[src/cbc_pkg.sv]
// shared types and constants of the cartridge bank controller
`default_nettype none
package cbc_pkg;

  typedef enum logic [2:0] {
    KIND_NONE,
    KIND_MBC1,
    KIND_MBC2,
    KIND_MBC3,
    KIND_MBC5
  } kind_t;

  typedef enum logic [2:0] {
    ST_CLEAR,
    ST_IDLE,
    ST_MOD,
    ST_ACC,
    ST_DONE
  } fsm_t;

  localparam logic [1:0] MODE_ROM_RD = 2'd0;
  localparam logic [1:0] MODE_MAP_WR = 2'd1;
  localparam logic [1:0] MODE_RAM_RD = 2'd2;
  localparam logic [1:0] MODE_RAM_WR = 2'd3;

  localparam logic [1:0] CFG_CART_TYPE = 2'd0;
  localparam logic [1:0] CFG_ROM_BANKS = 2'd1;
  localparam logic [1:0] CFG_ROM_IMAGE = 2'd2;
  localparam logic [1:0] CFG_RAM_BYTES = 2'd3;

  localparam logic [9:0]  ROM_BANKS_MAX  = 10'd512;
  localparam logic [23:0] ROM_IMAGE_MAX  = 24'd8388608;
  localparam logic [17:0] MBC2_RAM_BYTES = 18'd512;

  localparam int DVD_W      = 9;
  localparam int DVS_W      = 10;
  localparam int STEP_BITS  = 3;
  localparam int MOD_STEPS  = DVD_W / STEP_BITS;
  localparam int CNT_W      = $clog2(MOD_STEPS);

  typedef struct packed {
    kind_t       kind;
    logic [9:0]  rom_banks;
    logic [23:0] image_len;
    logic [17:0] ram_size;
    logic        ram_enabled;
    logic [4:0]  mbc1_low_bank;
    logic [1:0]  mbc1_high_bits;
    logic        mbc1_mode;
    logic [3:0]  mbc2_bank;
    logic [6:0]  mbc3_rom_bank;
    logic [3:0]  mbc3_ram_bank;
    logic [8:0]  mbc5_rom_bank;
    logic [3:0]  mbc5_ram_bank;
  } cbc_bank_t;

  typedef struct packed {
    logic        en;
    logic [15:0] address;
    logic [7:0]  value;
  } cbc_map_wr_t;

  function automatic kind_t decode_kind(input logic [7:0] t);
    kind_t k;
    k = KIND_NONE;
    if (t >= 8'h01 && t <= 8'h03) k = KIND_MBC1;
    if (t == 8'h05 || t == 8'h06) k = KIND_MBC2;
    if (t >= 8'h0F && t <= 8'h13) k = KIND_MBC3;
    if (t >= 8'h19 && t <= 8'h1E) k = KIND_MBC5;
    return k;
  endfunction

endpackage
`default_nettype wire

[src/cbc_mod.sv]
// multi-cycle remainder unit for bank numbers, three bits per cycle
`default_nettype none
module cbc_mod import cbc_pkg::*; (
  input  wire logic             clk,
  input  wire logic             rst,
  input  wire logic             start,
  input  wire logic [DVD_W-1:0] dividend,
  input  wire logic [DVS_W-1:0] divisor,
  output logic                  busy,
  output logic      [DVS_W-1:0] remainder
);

  logic [DVD_W-1:0] dvd;
  logic [DVS_W-1:0] dvs;
  logic [CNT_W-1:0] cnt;
  logic [DVS_W-1:0] rem_next;
  logic [DVD_W-1:0] dvd_next;

  always_comb begin
    rem_next = remainder;
    dvd_next = dvd;
    for (int i = 0; i < STEP_BITS; i++) begin
      rem_next = {rem_next[DVS_W-2:0], dvd_next[DVD_W-1]};
      dvd_next = {dvd_next[DVD_W-2:0], 1'b0};
      if (rem_next >= dvs) begin
        rem_next = rem_next - dvs;
      end
    end
  end

  always_ff @(posedge clk) begin
    if (rst) begin
      busy <= 1'b0;
      cnt  <= '0;
    end else if (start) begin
      busy <= 1'b1;
      cnt  <= '0;
    end else if (busy) begin
      cnt <= cnt + 1'b1;
      if (cnt == CNT_W'(MOD_STEPS - 1)) begin
        busy <= 1'b0;
      end
    end
  end

  always_ff @(posedge clk) begin
    if (start) begin
      dvd       <= dividend;
      dvs       <= divisor;
      remainder <= '0;
    end else if (busy) begin
      dvd       <= dvd_next;
      remainder <= rem_next;
    end
  end

endmodule
`default_nettype wire

[config.mk]
export PLATFORM = sky130hd
export DESIGN_NAME = cbc_mod
export DESIGN_NICKNAME = d
export VERILOG_FILES = /design/src/cbc_pkg.sv /design/src/cbc_mod.sv
export SDC_FILE = /design/constraint.sdc
export NUM_CORES = 1
export LEC_CHECK = 0
export BUFFER_PORTS_ARGS = -buffer_cell sky130_fd_sc_hd__buf_2
export CORE_ASPECT_RATIO = 0.7
export CORE_UTILIZATION = 50
export CTS_CLUSTER_DIAMETER = 100
export DETAILED_ROUTE_END_ITERATION = 8
export PLACE_DENSITY = 0.74
export RECOVER_POWER = 25
export SETUP_SLACK_MARGIN = 0.1
export SYNTH_ARGS = -nofsm -noshare
export SYNTH_HDL_FRONTEND = slang
export SYNTH_SLANG_ARGS = --single-unit
[constraint.sdc]
create_clock -name clk -period 8.04 [get_ports clk]
set_clock_uncertainty 0.2 [all_clocks]
set_input_delay 0.804 -clock clk [delete_from_list [all_inputs] [get_ports clk]]
set_output_delay 0.804 -clock clk [all_outputs]
set_load 0.005 [all_outputs]
==> reports/metrics.yaml <==
synth_warnings: 0
syn_area_um2: 2690
die_x_um: 89.6
dr.pass1.iters: 5
clock-sinks: 32
synthFlopType: "edfxtp_1"
syn-num-nets: 346
worstSetupStartpoint: "dvs[0]$_DFFE_PP_"
setup_viol_count_final: 0
start_util_pct: 54.1
cts_root_buf: "clkbuf_8"
crit_type: "flip-flop to flip-flop"
dp_hpwl_um: 4880
grt-ovfl-total: 0
antenna_left: 0
setup.worst_path.end: "remainder[9]$_SDFFE_PP0P_"
final_cell_mix: "31 x ha_1, 31 x buf_2, 27 x inv_1, 27 x a21oi_1, 23 x nor2_1"
tightest_slew_ps: 1580
grtUsageTotal_pct: 23.6
num_rows: 21
yosysUniqueCellTypes: 53
clk-insertion-delay-late_ps: 290
hold_buffers: 0
status: "finished, violations left"
cts_setup_buffers: 0
final_layout_size_suffix_gt1_share_pct: 17.0
place_area_um2: 2910
num_io_pins: 33
drc_errors: 0
cp.required_ps: 8010
worst_setup_path_start_kind: "flip-flop"
gp_congestion: 0.920
cts_tree: "built"
syn_inst: 290
cts_resized: 0
reg2reg_slack_ps: 1050
synth_edf_count: 19
fmax_ghz: 0.143
num_vias: 2255
postSynthAreaPerCell_um2: 9.27
core_um2: 4970
r2r_end: "remainder[9]$_SDFFE_PP0P_"
clk_pin_slew_ps: 70
hold_path_class: "flip-flop to flip-flop"
n_antenna_cell: 0
grt_pass1_vias: 2090
die_area_um2: 5680
setup-tns-final_ps: 0
fin_hold_ws_ps: 297
dieHeight_um: 63.3
leakage_nw: 1.35
reg2reg_depth: 24
worstPathArrival_ps: 6960
io_buffer_count: 32
reg2reg_from: "dvs[0]$_DFFE_PP_"
async_flop_share_pct: 0
drv_cap: 1
power_density_nw_per_um2: 393
drt-initial-drc-count: 123
area_growth_pct: 12.0
relSlewSlack_pct: -5.13
final_area_um2: 3010
cp_max_fo: 15
wirelength_um: 6200
cts.path.max_buffers: 2
grt_pass1_wl_um: 9960
fin_crit_sh_pct: 86.9
fin_crit_ps: 6990
irDropWorstVdd_mv: 0.227
antenna_found_initial: 0
critPathCaptureType: "flip-flop"
cts_buffers: 5
cts_max_level: 2
ys_ff_latch: 32
final-max-slew-violation-count: 35
layout.nets: 379
ys_seq_area_share_pct: 30.9
post_drt_wl_per_cell_um: 15.8
hold_violations: 0
finalPower_mw: 1.18
grt_max_degree: 35
vias_per_cell: 5.74
violations: "max-capacitance violations, max-slew violations"
rsz0062_at_grt: "no"
## metal layers
| metal | share of wire (%) | wire length (um) | track usage (%) |
|---|---|---|---|
| met5 | 0 | 0 | 0 |
| met4 | 0.92 | 57 | 6.55 |
| met3 | 5.7 | 351 | 3.93 |
| met2 | 43 | 2640 | 35.4 |
| met1 | 51 | 3140 | 34.7 |
## cells in the mapped netlist (8+ instances only)
master | number | share of area (%)
dfxtp_1 | 13 | 9.7
ha_1 | 31 | 14
mux2i_1 | 8 | 3.0
o21ai_0 | 10 | 1.9
nand2_1 | 15 | 2.1
edfxtp_1 | 19 | 21
a21oi_1 | 27 | 5.0
nor2_1 | 23 | 3.2
inv_1 | 27 | 3.8
xor2_1 | 10 | 3.3
mux2_2 | 10 | 4.2
xnor2_1 | 11 | 3.6
## worst max-delay path: stages, from the launching register on
cell and delay (ps):
edfxtp_1 440, ha_1 230, inv_1 70, fa_1 220
a211oi_2 90, o21bai_1 230, a21oi_2 90, o21ai_2 520
mux2i_1 420, inv_1 110, fa_1 430, nand2b_1 170
a21oi_1 300, o21ai_0 190, a21oi_1 410, buf_4 240
mux2_2 360, ha_1 370, nand4_1 140, a31oi_1 170
nor4_1 70, a21oi_1 830, or3_1 210, inv_1 80
a221o_1 300
## power by group
part	internal, mW	total [mW]	leakage (nW)	switching [mW]
registers	0.202	0.231	0.297	0.0296
clock network	0.0901	0.148	0.0532	0.0574
logic	0.353	0.806	0.998	0.453
## cell families (layout without fill, tap and decap cells)
family / count (synthesis) / count (layout) / share of synthesized area, %
flops: 32 / 32 / 30.9
mux: 20 / 20 / 8.29
buf+inv: 35 / 69 / 5.26
fa+ha+maj: 34 / 34 / 16.7
xor+xnor: 21 / 21 / 6.84
simple gates: 72 / 72 / 13.1
compound gates: 76 / 76 / 18.9
## state kept, by name, summed over array words and instances, names as in the netlist
name       cells
cnt            2
remainder     10
dvs           10
dvd            9
busy           1
## worst min path at each step
stage | start | end | slack, ps | cells past startpoint
after CTS | cnt[1]$_SDFFE_PP0P_ | cnt[1]$_SDFFE_PP0P_ | 300 | 2
after global routing | cnt[1]$_SDFFE_PP0P_ | cnt[1]$_SDFFE_PP0P_ | 340 | 2
after global placement | cnt[1]$_SDFFE_PP0P_ | cnt[1]$_SDFFE_PP0P_ | 280 | 2
after detailed placement | cnt[1]$_SDFFE_PP0P_ | cnt[1]$_SDFFE_PP0P_ | 300 | 2
final | cnt[1]$_SDFFE_PP0P_ | cnt[1]$_SDFFE_PP0P_ | 300 | 2
after floorplan | cnt[1]$_SDFFE_PP0P_ | cnt[1]$_SDFFE_PP0P_ | 260 | 2
## layout make-up
type,instances,area (um2)
Fill cell,463,1960
Multi-Input combinational cell,223,1720
Sequential cell,32,831
Timing Repair Buffer,33,166
Inverter,28,105
Tap cell,69,86.3
Clock buffer,5,68.8
Clock inverter,3,37.5
## metrics by stage
| step | worst slack [ps] | std cells | util, % |
|---|---|---|---|
| 3_5_place_dp | 1140 | 385 | 58.5 |
| 2_1_floorplan | 2580 | 290 | - |
| 4_1_cts | 1100 | 393 | 60.6 |
| 3_3_place_gp | 1350 | 385 | 58.5 |
| 5_1_grt | 633 | 393 | 60.6 |
| 6_report | 1050 | 393 | 60.6 |
No activity file was read; power rests on OpenSTA's default activity.
