[config.mk]
export PLATFORM = sky130hd
export DESIGN_NAME = cbc_map
export DESIGN_NICKNAME = d
export VERILOG_FILES = /design/src/cbc_pkg.sv /design/src/cbc_map.sv
export SDC_FILE = /design/constraint.sdc
export NUM_CORES = 1
export LEC_CHECK = 0
export ABC_AREA = 0
export BUFFER_PORTS_ARGS = -buffer_cell sky130_fd_sc_hd__buf_2
export CAP_MARGIN = 20
export CORE_MARGIN = 4
export CORE_UTILIZATION = 45
export DETAILED_ROUTE_END_ITERATION = 7
export PLACE_DENSITY_LB_ADDON = 0.05
export SYNTH_ARGS = -nofsm -noshare
export SYNTH_HDL_FRONTEND = slang
export SYNTH_SLANG_ARGS = --single-unit
[constraint.sdc]
create_clock -name clk -period 3.3 [get_ports clk]
set_clock_uncertainty 0.05 [all_clocks]
set_input_delay 0.33 -clock clk [delete_from_list [all_inputs] [get_ports clk]]
set_output_delay 0.33 -clock clk [all_outputs]
set_load 0.005 [all_outputs]
[src/cbc_pkg.sv]
// shared types and constants of the cartridge bank controller
`default_nettype none
package cbc_pkg;

  typedef enum logic [2:0] {
    KIND_NONE,
    KIND_MBC1,
    KIND_MBC2,
    KIND_MBC3,
    KIND_MBC5
  } kind_t;

  typedef enum logic [2:0] {
    ST_CLEAR,
    ST_IDLE,
    ST_MOD,
    ST_ACC,
    ST_DONE
  } fsm_t;

  localparam logic [1:0] MODE_ROM_RD = 2'd0;
  localparam logic [1:0] MODE_MAP_WR = 2'd1;
  localparam logic [1:0] MODE_RAM_RD = 2'd2;
  localparam logic [1:0] MODE_RAM_WR = 2'd3;

  localparam logic [1:0] CFG_CART_TYPE = 2'd0;
  localparam logic [1:0] CFG_ROM_BANKS = 2'd1;
  localparam logic [1:0] CFG_ROM_IMAGE = 2'd2;
  localparam logic [1:0] CFG_RAM_BYTES = 2'd3;

  localparam logic [9:0]  ROM_BANKS_MAX  = 10'd512;
  localparam logic [23:0] ROM_IMAGE_MAX  = 24'd8388608;
  localparam logic [17:0] MBC2_RAM_BYTES = 18'd512;

  localparam int DVD_W      = 9;
  localparam int DVS_W      = 10;
  localparam int STEP_BITS  = 3;
  localparam int MOD_STEPS  = DVD_W / STEP_BITS;
  localparam int CNT_W      = $clog2(MOD_STEPS);

  typedef struct packed {
    kind_t       kind;
    logic [9:0]  rom_banks;
    logic [23:0] image_len;
    logic [17:0] ram_size;
    logic        ram_enabled;
    logic [4:0]  mbc1_low_bank;
    logic [1:0]  mbc1_high_bits;
    logic        mbc1_mode;
    logic [3:0]  mbc2_bank;
    logic [6:0]  mbc3_rom_bank;
    logic [3:0]  mbc3_ram_bank;
    logic [8:0]  mbc5_rom_bank;
    logic [3:0]  mbc5_ram_bank;
  } cbc_bank_t;

  typedef struct packed {
    logic        en;
    logic [15:0] address;
    logic [7:0]  value;
  } cbc_map_wr_t;

  function automatic kind_t decode_kind(input logic [7:0] t);
    kind_t k;
    k = KIND_NONE;
    if (t >= 8'h01 && t <= 8'h03) k = KIND_MBC1;
    if (t == 8'h05 || t == 8'h06) k = KIND_MBC2;
    if (t >= 8'h0F && t <= 8'h13) k = KIND_MBC3;
    if (t >= 8'h19 && t <= 8'h1E) k = KIND_MBC5;
    return k;
  endfunction

endpackage
`default_nettype wire

[src/cbc_map.sv]
// configuration registers and mapper bank registers
`default_nettype none
module cbc_map import cbc_pkg::*; #(
  parameter int RAM_BYTES = 131072
) (
  input  wire logic        clk,
  input  wire logic        rst,
  input  wire logic        cfg_we,
  input  wire logic [1:0]  cfg_index,
  input  wire logic [23:0] cfg_data,
  input  wire cbc_map_wr_t wr,
  output cbc_bank_t        bank
);

  logic [7:0]  cart_type;
  logic [9:0]  rom_bank_count;
  logic [23:0] rom_image_bytes;
  logic [17:0] ram_bytes;
  logic        ram_enabled;
  logic [4:0]  mbc1_low_bank;
  logic [1:0]  mbc1_high_bits;
  logic        mbc1_mode;
  logic [3:0]  mbc2_bank;
  logic [6:0]  mbc3_rom_bank;
  logic [3:0]  mbc3_ram_bank;
  logic [8:0]  mbc5_rom_bank;
  logic [3:0]  mbc5_ram_bank;
  kind_t       kind;

  assign kind = decode_kind(cart_type);

  always_ff @(posedge clk) begin
    if (rst) begin
      cart_type       <= 8'd0;
      rom_bank_count  <= 10'd2;
      rom_image_bytes <= 24'd32768;
      ram_bytes       <= 18'd0;
    end else if (cfg_we) begin
      case (cfg_index)
        CFG_CART_TYPE: cart_type       <= cfg_data[7:0];
        CFG_ROM_BANKS: rom_bank_count  <= cfg_data[9:0];
        CFG_ROM_IMAGE: rom_image_bytes <= cfg_data;
        CFG_RAM_BYTES: ram_bytes       <= cfg_data[17:0];
        default: ;
      endcase
    end
  end

  always_ff @(posedge clk) begin
    if (rst) begin
      ram_enabled    <= 1'b0;
      mbc1_low_bank  <= 5'd1;
      mbc1_high_bits <= 2'd0;
      mbc1_mode      <= 1'b0;
      mbc2_bank      <= 4'd1;
      mbc3_rom_bank  <= 7'd1;
      mbc3_ram_bank  <= 4'd0;
      mbc5_rom_bank  <= 9'd1;
      mbc5_ram_bank  <= 4'd0;
    end else if (wr.en && kind != KIND_NONE && !wr.address[15]) begin
      if (kind == KIND_MBC2) begin
        if (!wr.address[14]) begin
          if (!wr.address[8]) begin
            ram_enabled <= (wr.value[3:0] == 4'hA);
          end else begin
            mbc2_bank <= (wr.value[3:0] == 4'd0) ? 4'd1 : wr.value[3:0];
          end
        end
      end else begin
        case (wr.address[14:13])
          2'b00: begin
            ram_enabled <= (wr.value[3:0] == 4'hA);
          end
          2'b01: begin
            if (kind == KIND_MBC1) begin
              mbc1_low_bank <= (wr.value[4:0] == 5'd0) ? 5'd1 : wr.value[4:0];
            end else if (kind == KIND_MBC3) begin
              mbc3_rom_bank <= (wr.value[6:0] == 7'd0) ? 7'd1 : wr.value[6:0];
            end else if (!wr.address[12]) begin
              mbc5_rom_bank[7:0] <= wr.value;
            end else begin
              mbc5_rom_bank[8] <= wr.value[0];
            end
          end
          2'b10: begin
            if (kind == KIND_MBC1) begin
              mbc1_high_bits <= wr.value[1:0];
            end else if (kind == KIND_MBC3) begin
              mbc3_ram_bank <= wr.value[3:0];
            end else begin
              mbc5_ram_bank <= wr.value[3:0];
            end
          end
          default: begin
            if (kind == KIND_MBC1) begin
              mbc1_mode <= wr.value[0];
            end
          end
        endcase
      end
    end
  end

  always_comb begin
    bank.kind           = kind;
    bank.rom_banks      = (rom_bank_count > ROM_BANKS_MAX) ? ROM_BANKS_MAX : rom_bank_count;
    bank.image_len      = (rom_image_bytes > ROM_IMAGE_MAX) ? ROM_IMAGE_MAX : rom_image_bytes;
    if (kind == KIND_MBC2) begin
      bank.ram_size = MBC2_RAM_BYTES;
    end else if (ram_bytes > 18'(RAM_BYTES)) begin
      bank.ram_size = 18'(RAM_BYTES);
    end else begin
      bank.ram_size = ram_bytes;
    end
    bank.ram_enabled    = ram_enabled;
    bank.mbc1_low_bank  = mbc1_low_bank;
    bank.mbc1_high_bits = mbc1_high_bits;
    bank.mbc1_mode      = mbc1_mode;
    bank.mbc2_bank      = mbc2_bank;
    bank.mbc3_rom_bank  = mbc3_rom_bank;
    bank.mbc3_ram_bank  = mbc3_ram_bank;
    bank.mbc5_rom_bank  = mbc5_rom_bank;
    bank.mbc5_ram_bank  = mbc5_ram_bank;
  end

endmodule
`default_nettype wire

==> flow_summary.yaml <==
setup_path:
  crit_end: "bank[52]"
  start_kind: "register"
  ff2ff_path_depth: 5
  r2r_start: "cart_type[3]$_SDFFE_PP0P_"
  critPathKind: "register to primary output"
  reg2reg_to: "mbc1_low_bank[4]$_SDFFE_PP0P_"
  crit_start: "ram_bytes[0]$_SDFFE_PP0P_"
  ff2ff_setup_slack_ps: 1080
  crit_required_ps: 2920
  worstSetupEndpointType: "primary output"
  cp.arrival_ps: 2400
  worstPathMaxFanout: 13
synthesis:
  synth-warning-count: 0
  synthArstFlopShare_pct: 0
  synth_most_common_cell: "nand2_1"
  synth_flop_cell: "dfxtp_1"
  syn_inst: 536
  synth_area_leaders: "dfxtp_1 (44%), nand2_1 (9.5%), a21oi_1 (7.0%), mux2i_1 (7.0%), and2_1 (4.0%)"
  synth_top_area_cell: "dfxtp_1"
  synth_edf_count: 0
  syn_nets: 590
  yosysTopAreaCellShare_pct: 44.0
  avgSynthCellArea_um2: 8.24
  yosysUniqueCellTypes: 51
  synth_common_cells: "nand2_1 (112), dfxtp_1 (97), a21oi_1 (62)"
  ys_ff_latch: 97
  syn_area_um2: 4420
  synth-seq-area-share_pct: 44.0
timing:
  hold_viol: 0
  min_period_ps: 2780
  fin_setup_tns_ps: 0
  slew-limit-headroom_pct: 36.7
  hold-worst-slack_ps: 151
  rsz0062_at_grt: "false"
  timing.final.crit_share_pct: 84.3
  worst_slack_ps: 518
  fmax_ghz: 0.359
  slew_violations: 0
  tightestPinTransition_ps: 947
  setup_viol: 0
floorplanning:
  start_util_pct: 46.9
  ios: 146
  die_w_um: 107
  dieArea_um2: 11500
  core_area_um2: 9420
  fp.dieH_um: 107
  num_rows: 35
route:
  viasPerCell: 5.22
  ant_nets: 0
  drt-total-wl_mm: 12.1
  drc_errors: 0
  drt_iter0_drc: 185
  first_pass_iters: 5
  avgRoutedWirePerCell_um: 15.5
  vias: 4063
place:
  dp_slack_ps: 920
  gp_congestion: 0.839
  place_area_um2: 5040
  place_hpwl_mm: 8.79
  io_buffers: 134
layout:
  antenna_cells_inserted: 0
  fillers: 965
  drive_gt1_share_pct: 25.1
  nNetsFinal: 698
  syn_to_final_growth_pct: 18.5
  regArea_um2: 1940
  fin_area_um2: 5230
  multi_input_area_um2: 2210
grt:
  grt_max_degree: 62
  grt_pass1_vias: 3915
  grt_overflow: 0
  grt_pass1_wl_mm: 19.4
  grt_util_met3_pct: 3.85
  track_usage_pct: 21.0
  grt.busiest_layer: "met2"
  grtUsageMet1_pct: 29.4
  antenna_found_initial: 0
  use_met2_pct: 33.4
clock_network:
  cts_made_buffers: 9
  postCtsHoldBufs: 0
  cts-root-buf: "clkbuf_8"
  clkSinkCount: 97
  clk_pin_slew_ps: 100
  cts_tree: "yes"
  cts_setup_buffers: 0
  clockBufferDepth: 2
  ctsResizeCount: 0
  clkLatencyLatePin_ps: 350
  cts_max_level: 3
worst_hold_path:
  hp-class: "primary input to register"
  min_from: "rst"
pwr:
  p_int_mw: 1.63
  power.density_nw_per_um2: 422
  p_sw_mw: 0.574
  seqPwrFrac_pct: 55.2
  clock_power_share_pct: 35.1
  vdd_ir_drop_max_mv: 0.204
  total_power_mw: 2.21
  p_comb_share_pct: 9.7
  p_sw_share_pct: 26.0
  p_leak_nw: 2.30
job:
  max_cap_viol_count: 0
status:
  status: "finished clean"
[critical path, cell delays in order (launching register included)]
cell     delay (ps)
dfxtp_1         340
nor4_1          380
nand4_1         150
o41ai_1         310
nor2b_1         550
and2_1          210
buf_2           110
[kinds of logic (layout without fill, tap and decap cells)]
kind of cell	Yosys count	after routing	synth area share (%)
AOI/OAI and AO/OA	92	92	11.5
xor gates and xnor gates	2	2	0.397
buffers and inverters	45	158	6.09
DFF	97	97	44.0
muxes	31	31	7.02
and+or+nand+nor	269	269	31.0
[worst min-delay path by stage]
stage / end / depth (start not counted)
2_1_floorplan: ram_bytes[16]$_SDFFE_PP0P_ / 2
3_3_place_gp: rom_image_bytes[21]$_SDFFE_PP0P_ / 2
3_5_place_dp: rom_image_bytes[14]$_SDFFE_PP0P_ / 2
4_1_cts: mbc1_low_bank[1]$_SDFFE_PP0P_ / 2
5_1_grt: rom_image_bytes[21]$_SDFFE_PP0P_ / 3
6_report: mbc1_low_bank[1]$_SDFFE_PP0P_ / 2
[sequential cells by signal (all words and copies together) (netlist names)]
name / cells
mbc3_ram_bank: 4
rom_image_bytes: 24
mbc5_ram_bank: 4
rom_bank_count: 10
mbc5_rom_bank: 9
cart_type: 8
ram_enabled: 1
mbc1_high_bits: 2
mbc1_mode: 1
mbc3_rom_bank: 7
mbc1_low_bank: 5
mbc2_bank: 4
ram_bytes: 18
[final cells by class]
cell class	instances	share of cell area, %
Timing Repair Buffer	141	13.8
Clock inverter	6	1.31
Sequential cell	97	37.1
Inverter	1	0.0717
Tap cell	129	3.08
Clock buffer	10	2.44
Multi-Input combinational cell	394	42.2
[layer usage]
layer | wire (um) | vias up
met4 | 114 | 0
li1 | - | 2015
met5 | 0 | -
met3 | 584 | 10
met2 | 5680 | 99
met1 | 5690 | 1939
[metrics by stage]
| stage | instances | utilization (%) |
|---|---|---|
| finish | 778 | 55.6 |
| global route | 778 | 55.6 |
| CTS | 778 | 55.6 |
| detailed placement | 762 | 53.5 |
| global placement | 762 | 53.5 |
| floorplan | 536 | - |
[power groups by stage]
stage                     Combinational, mW  Clock (mW)  Sequential, mW
after floorplan                       0.140           0            1.24
after global placement                0.212           0            1.25
after detailed placement              0.215           0            1.25
after CTS                             0.215       0.796            1.22
after global routing                  0.240       0.847            1.23
final                                 0.214       0.774            1.22
[cell usage in the layout (no fill, tap or decap), drive strengths merged, types with 2 or more instances in the layout]
master	Yosys	layout
dfxtp	97	97
mux2i	31	31
o21bai	3	3
a21o	2	2
nor2b	22	22
a31oi	2	2
nor3	9	9
a21oi	63	63
nand4	4	4
nand3	12	12
nand2b	14	14
nand2	112	112
o21ai	13	13
clkbuf	26	10
xnor2	2	2
or4	2	2
nor3b	8	8
or3	3	3
clkinv	0	4
nor2	31	31
and3	2	2
and2	28	28
nor4	14	14
nand3b	3	3
buf	16	141
No activity file was read; power rests on OpenSTA's default activity.
